File: config.mk
export PLATFORM = sky130hd
export DESIGN_NAME = linear_probe_hash_table
export DESIGN_NICKNAME = d
export VERILOG_FILES = /design/src/design/lpht_pkg.sv /design/src/design/lpht_ram.sv /design/src/design/lpht_rem.sv /design/src/design/linear_probe_hash_table.sv
export SDC_FILE = /design/constraint.sdc
export NUM_CORES = 1
export LEC_CHECK = 0
export ABC_CLOCK_PERIOD_IN_PS = 5400
export BUFFER_PORTS_ARGS = -buffer_cell sky130_fd_sc_hd__buf_2
export CAP_MARGIN = 10
export CORE_AREA = 4 4 166 289
export CTS_BUF_LIST = sky130_fd_sc_hd__clkbuf_16
export CTS_CLUSTER_DIAMETER = 150
export DETAILED_ROUTE_END_ITERATION = 12
export DIE_AREA = 0 0 170 293
export GPL_TIMING_DRIVEN = 0
export SYNTH_ARGS = -nofsm -noshare
export SYNTH_HDL_FRONTEND = slang
export SYNTH_SLANG_ARGS = --single-unit
File: constraint.sdc
create_clock -name i_clk -period 5.4 [get_ports i_clk]
set_clock_uncertainty 0.05 [all_clocks]
set_input_delay 1.08 -clock i_clk [delete_from_list [all_inputs] [get_ports i_clk]]
set_output_delay 1.08 -clock i_clk [all_outputs]
set_load 0.05 [all_outputs]
File: src/design/lpht_pkg.sv
// Package for the linear-probing hash table: payload types, field widths,
// status and action codes. No dependencies.
package lpht_pkg;

    localparam int KEY_BITS         = 8;
    localparam int VALUE_BITS       = 16;
    localparam int MAX_SLOTS_DEF    = 16;
    localparam int CFG_W            = 5;
    localparam logic [CFG_W-1:0] TABLE_SIZE_RESET = 5'd5;

    localparam logic ACT_INSERT = 1'b0;
    localparam logic ACT_LOOKUP = 1'b1;

    localparam logic [1:0] ST_OK   = 2'd0;
    localparam logic [1:0] ST_MISS = 2'd1;
    localparam logic [1:0] ST_FULL = 2'd2;

    typedef struct packed {
        logic                  action;
        logic [KEY_BITS-1:0]   key;
        logic [VALUE_BITS-1:0] value;
    } t_in;

    typedef struct packed {
        logic [1:0]            status;
        logic [VALUE_BITS-1:0] found_value;
    } t_out;

endpackage

File: src/design/lpht_ram.sv
// Generic single-write, single-read RAM with registered read data.
// No dependencies.
module lpht_ram #(
    parameter int WIDTH = 8,
    parameter int DEPTH = 16,
    localparam int AW   = (DEPTH > 1) ? $clog2(DEPTH) : 1
) (
    input  logic             i_clk,
    input  logic             i_we,
    input  logic [AW-1:0]    i_waddr,
    input  logic [WIDTH-1:0] i_wdata,
    input  logic [AW-1:0]    i_raddr,
    output logic [WIDTH-1:0] o_rdata
);

    logic [WIDTH-1:0] r_mem [DEPTH];
    logic [WIDTH-1:0] r_rdata;

    always_ff @(posedge i_clk) begin
        if (i_we) begin
            r_mem[i_waddr] <= i_wdata;
        end
        r_rdata <= r_mem[i_raddr];
    end

    assign o_rdata = r_rdata;

endmodule

File: src/design/lpht_rem.sv
// Bit-serial restoring remainder unit: key modulo table size, one key bit a cycle.
// Depends on lpht_pkg.
module lpht_rem
    import lpht_pkg::*;
(
    input  logic                i_clk,
    input  logic                i_rst_n,
    input  logic                i_start,
    input  logic [KEY_BITS-1:0] i_key,
    input  logic [CFG_W-1:0]    i_div,
    output logic                o_done,
    output logic [CFG_W-1:0]    o_rem
);

    localparam int CNT_W = $clog2(KEY_BITS + 1);

    logic                r_busy, n_busy;
    logic                r_done, n_done;
    logic [CNT_W-1:0]    r_cnt, n_cnt;
    logic [KEY_BITS-1:0] r_key, n_key;
    logic [CFG_W-1:0]    r_div, n_div;
    logic [CFG_W-1:0]    r_rem, n_rem;
    logic [CFG_W:0]      w_trial;

    assign w_trial = {r_rem, r_key[KEY_BITS-1]};

    always_comb begin
        n_busy = r_busy;
        n_done = 1'b0;
        n_cnt  = r_cnt;
        n_key  = r_key;
        n_div  = r_div;
        n_rem  = r_rem;
        if (i_start) begin
            n_busy = 1'b1;
            n_cnt  = CNT_W'(KEY_BITS);
            n_key  = i_key;
            n_div  = i_div;
            n_rem  = '0;
        end else if (r_busy) begin
            // remainder stays below the divisor, so the trial fits CFG_W+1 bits
            if (w_trial >= {1'b0, r_div}) begin
                n_rem = CFG_W'(w_trial - {1'b0, r_div});
            end else begin
                n_rem = CFG_W'(w_trial);
            end
            n_key = r_key << 1;
            n_cnt = r_cnt - 1'b1;
            if (r_cnt == CNT_W'(1)) begin
                n_busy = 1'b0;
                n_done = 1'b1;
            end
        end
    end

    always_ff @(posedge i_clk) begin
        if (!i_rst_n) begin
            r_busy <= 1'b0;
            r_done <= 1'b0;
            r_cnt  <= '0;
        end else begin
            r_busy <= n_busy;
            r_done <= n_done;
            r_cnt  <= n_cnt;
        end
        r_key <= n_key;
        r_div <= n_div;
        r_rem <= n_rem;
    end

    assign o_done = r_done;
    assign o_rem  = r_rem;

    a_rem_below_div: assert property (@(posedge i_clk) disable iff (!i_rst_n)
        r_done |-> (r_rem < r_div))
        else $error("remainder not below divisor");

    a_no_start_busy: assert property (@(posedge i_clk) disable iff (!i_rst_n)
        r_busy |-> !r_done)
        else $error("done raised while still busy");

    a_done_pulse: assert property (@(posedge i_clk) disable iff (!i_rst_n)
        r_done |=> !r_done)
        else $error("done held for more than one cycle");

endmodule

File: src/design/linear_probe_hash_table.sv
// Top level of the linear-probing key/value table: sequencer, valid bits,
// slot RAM and remainder unit. Depends on lpht_pkg, lpht_ram, lpht_rem.
//
// Channels: input items (insert or lookup) on i_in with valid/ready, one result
// per item on o_out with valid/ready, and a write-only config channel carrying
// table_size (always ready; write only while the table is idle).
// An item is taken only while the sequencer is idle. Per item:
//   the item is registered, key modulo table size is formed in the bit-serial
//   remainder unit, then one slot is probed per cycle (1 up to the
//   active table size) on the RAM's registered read port, then the result
//   moves into the output register once that register is free.
// Items do not overlap: the next item is taken in the cycle after the result
// is registered at the earliest.
// The output register holds a result while the receiver stalls; the next item
// is still accepted and runs until its own result needs the output register.
// Reset clears every valid bit at once and sets table_size to 5; the slot RAM
// is not cleared, since a slot is only read while its valid bit is set.
module linear_probe_hash_table
    import lpht_pkg::*;
#(
    parameter int MAX_SLOTS = MAX_SLOTS_DEF
) (
    input  logic             i_clk,
    input  logic             i_rst_n,
    input  logic             i_in_valid,
    output logic             o_in_ready,
    input  t_in              i_in,
    output logic             o_out_valid,
    input  logic             i_out_ready,
    output t_out             o_out,
    input  logic             i_cfg_valid,
    output logic             o_cfg_ready,
    input  logic [CFG_W-1:0] i_cfg_data
);

    localparam int SLOT_W = (MAX_SLOTS > 1) ? $clog2(MAX_SLOTS) : 1;
    localparam int ENT_W  = KEY_BITS + VALUE_BITS;

    localparam logic [1:0] S_IDLE  = 2'd0;
    localparam logic [1:0] S_DIV   = 2'd1;
    localparam logic [1:0] S_PROBE = 2'd2;
    localparam logic [1:0] S_OUT   = 2'd3;

    logic [1:0]            r_state, n_state;
    logic [CFG_W-1:0]      r_table_size;
    logic [CFG_W-1:0]      r_n, n_n;
    logic [CFG_W-1:0]      r_cnt, n_cnt;
    logic [SLOT_W-1:0]     r_idx, n_idx;
    logic [MAX_SLOTS-1:0]  r_valid, n_valid;
    t_in                   r_item, n_item;
    t_out                  r_res, n_res;
    t_out                  r_out, n_out;
    logic                  r_out_valid, n_out_valid;

    logic                  w_in_xfer;
    logic [CFG_W-1:0]      w_active;
    logic                  w_rem_done;
    logic [CFG_W-1:0]      w_rem;
    logic [ENT_W-1:0]      w_rdata;
    logic [KEY_BITS-1:0]   w_slot_key;
    logic [VALUE_BITS-1:0] w_slot_value;
    logic                  w_slot_valid;
    logic                  w_match;
    logic                  w_we;

    assign o_in_ready  = (r_state == S_IDLE);
    assign w_in_xfer   = i_in_valid && o_in_ready;
    assign o_cfg_ready = 1'b1;

    // zero acts as one, anything past the slot count as the slot count
    always_comb begin
        if (r_table_size == '0) begin
            w_active = CFG_W'(1);
        end else if (32'(r_table_size) > MAX_SLOTS) begin
            w_active = CFG_W'(MAX_SLOTS);
        end else begin
            w_active = r_table_size;
        end
    end

    lpht_rem u_rem (
        .i_clk   (i_clk),
        .i_rst_n (i_rst_n),
        .i_start (w_in_xfer),
        .i_key   (i_in.key),
        .i_div   (w_active),
        .o_done  (w_rem_done),
        .o_rem   (w_rem)
    );

    // read data always belongs to r_idx: the address is the next index
    lpht_ram #(
        .WIDTH (ENT_W),
        .DEPTH (MAX_SLOTS)
    ) u_ram (
        .i_clk   (i_clk),
        .i_we    (w_we),
        .i_waddr (r_idx),
        .i_wdata ({r_item.key, r_item.value}),
        .i_raddr (n_idx),
        .o_rdata (w_rdata)
    );

    assign w_slot_key   = w_rdata[ENT_W-1:VALUE_BITS];
    assign w_slot_value = w_rdata[VALUE_BITS-1:0];
    assign w_slot_valid = r_valid[r_idx];
    assign w_match      = w_slot_valid && (w_slot_key == r_item.key);
    assign w_we         = (r_state == S_PROBE) && (r_item.action == ACT_INSERT)
                          && (!w_slot_valid || w_match);

    always_comb begin
        n_state     = r_state;
        n_n         = r_n;
        n_cnt       = r_cnt;
        n_idx       = r_idx;
        n_valid     = r_valid;
        n_item      = r_item;
        n_res       = r_res;
        n_out       = r_out;
        n_out_valid = r_out_valid;

        if (r_out_valid && i_out_ready) begin
            n_out_valid = 1'b0;
        end

        unique case (r_state)
            S_IDLE: begin
                if (w_in_xfer) begin
                    n_item  = i_in;
                    n_n     = w_active;
                    n_state = S_DIV;
                end
            end
            S_DIV: begin
                if (w_rem_done) begin
                    n_idx   = SLOT_W'(w_rem);
                    n_cnt   = '0;
                    n_state = S_PROBE;
                end
            end
            S_PROBE: begin
                if (!w_slot_valid || w_match) begin
                    if (r_item.action == ACT_INSERT) begin
                        n_valid[r_idx] = 1'b1;
                        n_res.status   = ST_OK;
                        n_res.found_value = '0;
                    end else if (w_match) begin
                        n_res.status      = ST_OK;
                        n_res.found_value = w_slot_value;
                    end else begin
                        n_res.status      = ST_MISS;
                        n_res.found_value = '0;
                    end
                    n_state = S_OUT;
                end else if (r_cnt + 1'b1 == r_n) begin
                    // every slot in use holds some other key
                    n_res.status      = (r_item.action == ACT_INSERT) ? ST_FULL : ST_MISS;
                    n_res.found_value = '0;
                    n_state           = S_OUT;
                end else begin
                    n_cnt = r_cnt + 1'b1;
                    if (32'(r_idx) + 32'd1 == 32'(r_n)) begin
                        n_idx = '0;
                    end else begin
                        n_idx = r_idx + 1'b1;
                    end
                end
            end
            S_OUT: begin
                if (!r_out_valid || i_out_ready) begin
                    n_out       = r_res;
                    n_out_valid = 1'b1;
                    n_state     = S_IDLE;
                end
            end
            default: begin
                n_state = S_IDLE;
            end
        endcase
    end

    always_ff @(posedge i_clk) begin
        if (!i_rst_n) begin
            r_state      <= S_IDLE;
            r_table_size <= TABLE_SIZE_RESET;
            r_valid      <= '0;
            r_out_valid  <= 1'b0;
            r_idx        <= '0;
            r_cnt        <= '0;
        end else begin
            r_state     <= n_state;
            r_valid     <= n_valid;
            r_out_valid <= n_out_valid;
            r_idx       <= n_idx;
            r_cnt       <= n_cnt;
            if (i_cfg_valid) begin
                r_table_size <= i_cfg_data;
            end
        end
        r_n    <= n_n;
        r_item <= n_item;
        r_res  <= n_res;
        r_out  <= n_out;
    end

    assign o_out_valid = r_out_valid;
    assign o_out       = r_out;

    a_cnt_in_range: assert property (@(posedge i_clk) disable iff (!i_rst_n)
        (r_state == S_PROBE) |-> (r_cnt < r_n))
        else $error("probe count beyond table size");

    a_idx_in_range: assert property (@(posedge i_clk) disable iff (!i_rst_n)
        (r_state == S_PROBE) |-> (32'(r_idx) < 32'(r_n)))
        else $error("probe index beyond table size");

    a_write_only_insert: assert property (@(posedge i_clk) disable iff (!i_rst_n)
        w_we |-> (r_state == S_PROBE) && (r_item.action == ACT_INSERT))
        else $error("slot write outside an insert probe");

    a_accept_starts_div: assert property (@(posedge i_clk) disable iff (!i_rst_n)
        w_in_xfer |=> (r_state == S_DIV))
        else $error("accepted item did not start the remainder");

    a_status_legal: assert property (@(posedge i_clk) disable iff (!i_rst_n)
        r_out_valid |-> ((r_out.status == ST_OK) || (r_out.status == ST_MISS)
                         || (r_out.status == ST_FULL)))
        else $error("illegal status code");

endmodule

# Word level (Yosys, flattened, before mapping)
# Memory sizes are Yosys's and may differ from the RTL's. A register that Yosys moved wholly into a read port is not among the register bits.
# Cells that the tools add are included.
[totals] regBits=123 ramBits=384 input_bits=35 output_inout_bits=21 elab_cells=111 memories=1
[op_classes] add_sub_neg=5 magnitude_cmp=4 n_eq_ne=13 muxes=40 bitwise_logic=4 n_reduce_logical=23
[memory_table] memory="u_ram.r_mem" depth=16 width=24 read_ports=1 rd_ports_with_merged_regs=1 wr=1 line_no="lpht_ram.sv:16" text="logic [WIDTH-1:0] r_mem [DEPTH];"
[ops] op="$mux W18" count=2
[ops] op="$mux W17" count=2
[ops] op="$mux W5" count=6
[ops] op="$mux W4" count=6
[ops] op="$mux W8" count=2
[ops] op="$or A16 B16 Y16" count=1
[ops] op="$mux W2" count=6
[ops] op="$mux W1" count=11
[ops] op="$eq A5 B5 Y1" count=2
[ops] op="$pmux W5 S2" count=1
[ops] op="$eq A8 B8 Y1" count=1
[ops] op="$pmux W2 S4" count=1
[ops] op="$pmux W4 S2" count=1
[ops] op="$reduce_and A4 Y1" count=2
[ops] op="$ge A6 B5 Y1" count=1
[ops] op="$logic_and A1 B1 Y1" count=6
[ops] op="$ne A2 B2 Y1 const B" count=3
[ops] op="$reduce_and A2 Y1" count=3
[ops] op="$reduce_bool A2 Y1" count=3
[ops] op="$add A4 B1 Y5 const B" count=1
[ops] op="$add A5 B1 Y5 const B" count=1
[ops] op="$gt A5 B5 Y1 const B" count=1
[ops] op="$logic_not A5 Y1" count=1
[ops] op="$lt A4 B5 Y1 const B" count=1
[ops] op="18 further kinds" count=24

# Depth between registers and ports, before layout
# Gate-level depths: netlist of run 1.
[logic_depth] word_depth=7 depth_mapped=14 ltp_nobuf=12

# Hierarchy
# A second synthesis of run 1 with hierarchy kept.
[hier_totals] cells_unflattened=1064 area_unflattened_um2=20276.9
[by_module_without_submodules] module="lpht_ram" n_inst=1 cells_each=636 area_per_inst_um2=14933.1 seq_area_each_um2=12011.5
[by_module_without_submodules] module="linear_probe_hash_table" n_inst=1 cells_each=332 area_per_inst_um2=4190.3 seq_area_each_um2=2642.5
[by_module_without_submodules] module="lpht_rem" n_inst=1 cells_each=96 area_per_inst_um2=1153.6 seq_area_each_um2=610.6

# Least setup slack after synthesis of run 1
# Ideal clock, no wire load.
[synth_path] kind="flip-flop to flip-flop" from="register r_idx[0]" to="memory u_ram.r_mem[3][0] (netlist name) (enable)" setup_ns=0.438 arrival_time_ns=3.396 t_required_ns=4.912 path_slack_ns=1.516 path_stages_with_launch=9 path_buffers=1 synth_period_minus_slack_ns=3.884 path_cell_list="dfxtp_1 -> buf_4 -> mux4_2 -> nand3b_1 -> nand4_2 -> nand2_1 -> and3_1 -> nand2_1 -> nor3_1"
[synth_between] elab_chain_len=7 elab_cells_between_ends=8 classes_between="mux: 4; reduce/logical: 4"
[synth_rtl] element="start: declaration" line_no="linear_probe_hash_table.sv:48" text="logic [SLOT_W-1:0] r_idx, n_idx;"
[synth_rtl] element="start signal: assignment" line_no="linear_probe_hash_table.sv:194" text="r_idx <= n_idx;"
[synth_rtl] element="$bmux W1 S4" line_no="linear_probe_hash_table.sv:106" text="assign w_slot_valid = r_valid[r_idx];"
[synth_rtl] element="$mux W1 (not written as such)" line_no="linear_probe_hash_table.sv:106"
[synth_rtl] element="$logic_not A1 Y1 or $logic_and A1 B1 Y1 (tied branches)" line_no="linear_probe_hash_table.sv:109, linear_probe_hash_table.sv:107"
[synth_rtl] element="$logic_or A1 B1 Y1" line_no="linear_probe_hash_table.sv:109" text="&& (!w_slot_valid || w_match);"
[synth_rtl] element="$logic_and A1 B1 Y1" line_no="linear_probe_hash_table.sv:109"
[synth_rtl] element="$mux W1" line_no="lpht_ram.sv:20" text="if (i_we) begin"
[synth_rtl] element="$mux W1 (not written as such)" line_no="lpht_ram.sv:21" text="r_mem[i_waddr] <= i_wdata;"
[synth_rtl] element="end: declaration" line_no="lpht_ram.sv:16"
# Parallel ways exist; a longest one is shown, timed or not. The select of a mux whose other input is x is not followed.

# Final worst setup path of run 1
[layout_path] from="register r_item[17] (netlist name)" to="register u_ram.r_rdata[4] (netlist: u_ram.o_rdata[4]) (read register of u_ram.r_mem)"
[layout_between] elab_chain_len=5
[layout_rtl] element="start: declaration" line_no="linear_probe_hash_table.sv:50" text="t_in r_item, n_item;"
[layout_rtl] element="start signal: assignment" line_no="linear_probe_hash_table.sv:201" text="r_item <= n_item;"
[layout_rtl] element="$eq A8 B8 Y1" line_no="linear_probe_hash_table.sv:107" text="assign w_match = w_slot_valid && (w_slot_key == r_item.key);"
[layout_rtl] element="$logic_and A1 B1 Y1" line_no="linear_probe_hash_table.sv:107"
[layout_rtl] element="$logic_or A1 B1 Y1" line_no="linear_probe_hash_table.sv:142" text="if (!w_slot_valid || w_match) begin"
[layout_rtl] element="$mux W4" line_no="linear_probe_hash_table.sv:142"
[layout_rtl] element="$pmux W4 S2" line_no="linear_probe_hash_table.sv:126" text="unique case (r_state)"
[layout_rtl] element="end: declaration" line_no="lpht_ram.sv:17" text="logic [WIDTH-1:0] r_rdata;"
# Every way passes these cells.
# A chain may end at the register's enable or synchronous reset.

==> results of run 1 <==
state kept, by name (all words and copies together) (netlist names):
register       count
u_rem.r_busy       1
u_ram.o_rdata     24
u_rem.r_cnt        4
r_table_size       5
o_out_valid        1
u_rem.r_key        8
u_ram.r_mem      384
r_item            25
r_idx              4
o_out             18
u_rem.o_done       1
r_res             18
r_state            2
u_rem.r_div        5
r_cnt              5
u_rem.o_rem        5
r_valid           16
how the worst min path moves through the flow:
stage / to / startpoint / cells after the start / slack (ps)
2_1_floorplan: o_out[0] / r_res[0] / 0 / 350
5_1_grt: o_out[16] / r_res[16] / 0 / 370
3_5_place_dp: o_out[17] / r_res[17] / 0 / 350
3_3_place_gp: o_out[5] / r_res[5] / 0 / 350
4_1_cts: o_out[17] / r_res[17] / 0 / 370
6_report: o_out[17] / r_res[17] / 0 / 370
through the flow:
step	area (µm²)	instances	setup WS (ps)	hold slack (ps)	setup TNS [ps]
after floorplan	20400	1286	1520	350	0
after global placement	21400	1921	-1910	350	-187130
after detailed placement	22000	1947	564	355	0
after CTS	23500	2035	519	369	0
after global routing	23500	2035	392	374	0
final	23500	2035	440	368	0
worst max-delay path, delay by kind of cell, from the launching register on:
family | cells | cell delay, ps
buf+inv | 2 | 600
flops | 1 | 640
xor+xnor | 1 | 260
simple gates | 5 | 2760
compound gates | 3 | 510
synthesized netlist by cell type, types with 2 or more instances:
cell       number
edfxtp_1      458
nand2_1       192
mux2i_1       105
a32oi_1        72
dfxtp_1        68
nor2_1         32
a2bb2oi_1      24
and4_1         24
mux2_2         24
buf_2          22
clkbuf_1       22
and2_1         21
inv_1          19
o21a_1         17
ha_1           16
nor2b_1        16
xor2_1         15
buf_4          12
buf_6          11
a21oi_1        10
o21ai_0         9
xnor2_1         9
nand2b_1        8
nand3_1         8
nor3_1          7
and3_1          6
a21boi_0        4
mux4_2          4
a211oi_1        3
a21o_1          3
a31oi_1         3
nand3b_1        3
a211oi_4        2
a22o_1          2
nor2_2          2
nor3b_1         2
nor4_1          2
nor4b_1         2
o2111ai_1       2
o31ai_1         2
or3_1           2
per-layer routing:
metal  vias to the layer above  wire length [µm]  track usage (%)
li1                       5159                 -                -
met1                      5656             17600             21.8
met2                       306             26700             37.0
met3                        87              2080             2.13
met4                         0              1530             6.16
met5                         -                 0                0
cell families (layout without fill, tap and decap cells):
family / Yosys count / count (layout) / share of synthesized area [%]
AOI/OAI and AO/OA: 164 / 164 / 6.62
muxes: 133 / 133 / 6.91
and+or+nand+nor: 334 / 334 / 7.92
adders and majority gates: 17 / 17 / 1.08
other: 1 / 1 / 0.0184
DFF: 526 / 526 / 74.1
buffers and inverters: 87 / 253 / 2.37
xor gates and xnor gates: 24 / 24 / 1.03
final cells by class:
class | count | area (µm²) | area share, %
plain buffers | 68 | 413 | 1.76
well taps | 583 | 729 | 3.11
repair buffers | 78 | 723 | 3.08
clock buffers | 48 | 1200 | 5.12
clock inverters | 40 | 294 | 1.25
inverters | 19 | 71.3 | 0.304
flip-flops and latches | 526 | 15100 | 64.4
multi-input cells | 673 | 4930 | 21.0
where the power goes:
group          switching [W]  internal [W]
clock                0.00148       0.00177
combinational       0.000598      0.000342
sequential          0.000249       0.00485
==> metrics.txt, run 1 <==
status=complete, no violations; antenna cells=0; Initial Util=roughly 45%; RSZ-0062 raised after global routing=false; crit path from=r_item[17]; WL final=approximately 48000 µm; P_leak=8.61 nW; # Post-CTS Setup Buffers=0; commonest cells after routing, fill and taps aside=edfxtp_1 (458), nand2_1 (192), mux2i_1 (105); core area=between 0.04 and 0.05 mm²; first-pass GRT wire length=between 70000 and 80000 µm; vias in the first global route=11553; HP Class=register to register; number of enable flip-flop cells after synthesis=between 400 and 500; GRT overflow=0; Yosys cell types=62; most common cell after layout, fill and taps aside=edfxtp_1; Vias/cell=about 5.5; CTS root buf=clkbuf_16; Final Hold Vio Count=0; Overall Global Routing Usage=a little under a fifth; Relative slew margins=roughly 11%; WL/cell=between 20 and 25 µm; Clock Pin Slew Worst Setup and Hold Paths=around 70 ps; CTS sink count=between 500 and 600; mean post-synth cell area=15.9 µm²; fmax=between 200 and 250 MHz; synth top area cells=edfxtp_1 (67%), dfxtp_1 (6.7%), mux2i_1 (5.1%), nand2_1 (3.5%), a32oi_1 (3.1%); Max clock buf depth=3; Power Total=between 0.009 and 0.01 W; Worst Tran Pin Value=1320 ps; CTS tree=built; CTS HTree Levels=2; sequential fraction of the synthesis area=about three quarters; asr flop ratio synth=0%; TritonCTS Buffers=47; top cell type's share of synthesized area=around two thirds; die area=~0.05 mm²; Syn Nets=approximately 1300; Critical Path Sink=u_ram.o_rdata[4]; VDD IR max=0.306 mV; post-CTS resize count=0; worst r2r src=r_item[17]; hpwl dp=~33000 µm; Yosys reg bits=approximately 530; Util after Layout=just over 50%; CP Launch Type=register; Post-route DRC=0; FP Rows=104; Final period util=~92%; Ys Warns=0; capture point of the worst reg-to-reg path=u_ram.o_rdata[4]; Cell Area, Synth=between 0.02 and 0.025 mm²; Die Height=slightly below 300 µm; gpl congestion=roughly 0.8; Clock Latency Late Sink=about 570 ps; Iter 0 DRT Violations=775; Worst path slowest cell=nor4_1; Req. time, crit path=5800 ps; PwrDens=about 400 mW/mm²; crit-path max cell delay=around 1100 ps; Layout Nets=roughly 1500; initial antenna violation count=0; Reg2Reg Depth=11; max-slew violations=0; Synth area leader=edfxtp_1; final antenna-violating net count=0; Layout area overhead=15.0%; crit path DAT=~5400 ps; Top-Level Pins=56; Max FO, Critical Path=17; Max Cap Violations=0; Initial DRT Pass Iterations=5; CP Capture Type=register; Fillers=~3700; reg2reg setup slack=between 400 and 500 ps; Die Span X=approximately 170 µm; crit path cell chain=xor2_1 > nor4_1 > nand2_1 > and3_1 > buf_6 > o21ai_4 > a21oi_2 > nor3_1 > buf_2 > a32oi_1 > and4_1; largest net degree at the start of global routing=26; ys flop type=edfxtp_1; Post-Synthesis Cells=approximately 1300; vias post-DR=about 11000; final setup fails=0; fraction of layout cells with a size suffix above 1=about 17%; # port buffers=52; hold_buf cts=0; min Tclk post-route=~5000 ps; Setup CP Type=register to register
Power figures use the tool's default switching activity.
==> run 2, diff against run 1 <==
--- a/config.mk
+++ b/config.mk
@@ -13,7 +13,8 @@
 export CTS_CLUSTER_DIAMETER = 150
 export DETAILED_ROUTE_END_ITERATION = 12
 export DIE_AREA = 0 0 170 293
-export GPL_TIMING_DRIVEN = 0
+export GPL_TIMING_DRIVEN = 1
+export MAX_ROUTING_LAYER = met4
 export SYNTH_ARGS = -nofsm -noshare
 export SYNTH_HDL_FRONTEND = slang
 export SYNTH_SLANG_ARGS = --single-unit
==> run 2 against run 1 <==
Net effect:
- global-route usage is 0.080 points higher
- critical path depth is 1 lower
- clock-buffer cell count is 1 lower
- setup slack better by 580 ps
- critical endpoint is now u_ram.o_rdata[6]
==> metrics.txt, run 2 (synthesized netlist as in run 1, its figures left out) <==
vias in the first global route=11270; Final Hold Vio Count=0; Final WS setup=1020 ps; fraction of layout cells with a size suffix above 1=approximately 15%; Overall Global Routing Usage=between 10% and 20%; Layout Nets=1405; commonest cells after routing, fill and taps aside=edfxtp_1 (458), nand2_1 (191), mux2i_1 (105); Worst Hold End=o_out[15]; worst r2r src=r_item[16]; min Tclk post-route=roughly 4400 ps; die area=around 0.05 mm²; hpwl dp=around 26000 µm; Reg area=around 0.015 mm²; HP Start=r_res[15]; Post-route DRC=0; global-route met3 utilization=2.22%; CP Capture Type=register; CTS HTree Levels=2; CTS root buf=clkbuf_16; GRT busiest layer=met2; Final period util=about four fifths; RSZ-0062 raised after global routing=false; Iter 0 DRT Violations=between 800 and 900; CP Launch Type=register; largest net degree at the start of global routing=57; placed insts=1887; Layout Cells excl Fill=just under 2000; final antenna-violating net count=0; Max FO, Critical Path=30; GR Util met2=34.2%; Die Height=293 µm; most common cell after layout, fill and taps aside=edfxtp_1; Worst Hold Depth=0; PwrDens=396 mW/mm²; Util after Layout=50.1%; Largest register FFs=approximately 380; core area=0.0457 mm²; # port buffers=54; first-pass GRT wire length=about 70000 µm; final setup fails=0; max-slew violations=0; crit path DAT=4780 ps; reg2reg setup slack=about 1000 ps; # Post-CTS Setup Buffers=0; status=complete, no violations; Clock Pin Slew Worst Setup and Hold Paths=around 70 ps; GRT overflow=0; Req. time, crit path=5800 ps; CTS tree=built; Worst Tran Pin Value=roughly 960 ps; antenna cells=0; HP Class=register to register; Clock Latency Late Sink=560 ps; Max Cap Violations=0; VDD IR max=0.311 mV; vias post-DR=around 11000; Layout area overhead=12.1%; Initial DRT Pass Iterations=5; GRT met1 Usage=between 20 and 25%; WL final=about 47000 µm; WL/cell=23.9 µm; post-CTS resize count=0; Fillers=3761; area taken by multi-input logic gates=0.00497 mm²; Reg2Reg Depth=10; hold_buf cts=0; Initial Util=around 45%; CTS sink count=526; capture point of the worst reg-to-reg path=u_ram.o_rdata[6]; Max clock buf depth=3; fmax=229 MHz; final setup TNS=0 ps; TritonCTS Buffers=47; Top-Level Pins=56; Setup CP Type=register to register; P_leak=a little over 8 nW; Relative slew margins=between 30% and 40%; Vias/cell=between 5 and 6; pre-CTS setup slack=approximately 1100 ps; FP Rows=104; gpl congestion=roughly 0.8; register with the most flip-flops=u_ram.r_mem; Die Span X=approximately 170 µm; initial antenna violation count=0
-- run 2: changes by cell type in the layout (fill, tap and decap cells not counted), moves of 3 or more --
cell | before | now
buf_6 | 21 | 0
clkbuf_1 | 21 | 0
buf_2 | 74 | 54
buf_4 | 12 | 25
buf_16 | 6 | 0
clkinv_2 | 3 | 7
buf_8 | 3 | 0
inv_1 | 31 | 28
-- run 2: worst max path at each step --
stage	from	to	depth (start not counted)
6_report	r_item[16]	u_ram.o_rdata[6]	10
5_1_grt	r_item[19]	u_ram.o_rdata[6]	10
4_1_cts	r_item[19]	u_ram.o_rdata[6]	10
3_5_place_dp	r_item[19]	u_ram.o_rdata[6]	10
3_3_place_gp	r_item[19]	u_ram.o_rdata[7]	10
2_1_floorplan	r_idx[0]	u_ram.r_mem[3][0]	8
-- run 2: layer usage --
| layer | part of all wire, % | routed length [µm] |
|---|---|---|
| met5 | 0 | 0 |
| met4 | 3.2 | 1530 |
| met3 | 3.9 | 1820 |
| met2 | 53 | 25100 |
| met1 | 39 | 18600 |
-- run 2: report_power, final --
| part | total (W) | internal [W] | switching (W) | leakage, nW |
|---|---|---|---|---|
| combinational | 0.000872 | 0.000304 | 0.000568 | 2.89 |
| clock | 0.00308 | 0.00164 | 0.00144 | 0.712 |
| sequential | 0.00510 | 0.00485 | 0.000252 | 4.71 |
| total | 0.00905 | 0.00679 | 0.00226 | 8.31 |
-- run 2: final cells by class --
class	count	area share [%]
sequential	526	66.0
tap	583	3.19
inverter	19	0.312
timing repair buffer	86	2.61
clock inverter	39	1.00
multi-input combinational	673	21.7
clock buffer	47	5.14
-- run 2: worst max-delay path, cell delays in order, from the launching register on --
cell	delay (ps)
edfxtp_1	600
xor2_1	240
nor4_1	730
nand2_1	320
and3_1	410
a31o_1	330
nand2_4	410
buf_4	440
mux2_2	390
a2bb2oi_1	140
and4_1	170
-- run 2: through the flow --
step / power [W] / hold slack [ps] / area [µm²]
after floorplan: 0.00574 / 350 / 20400
after global placement: 0.00604 / 351 / 21500
after detailed placement: 0.00607 / 356 / 21500
after CTS: 0.00913 / 371 / 22900
after global routing: 0.00941 / 377 / 22900
final: 0.00905 / 368 / 22900
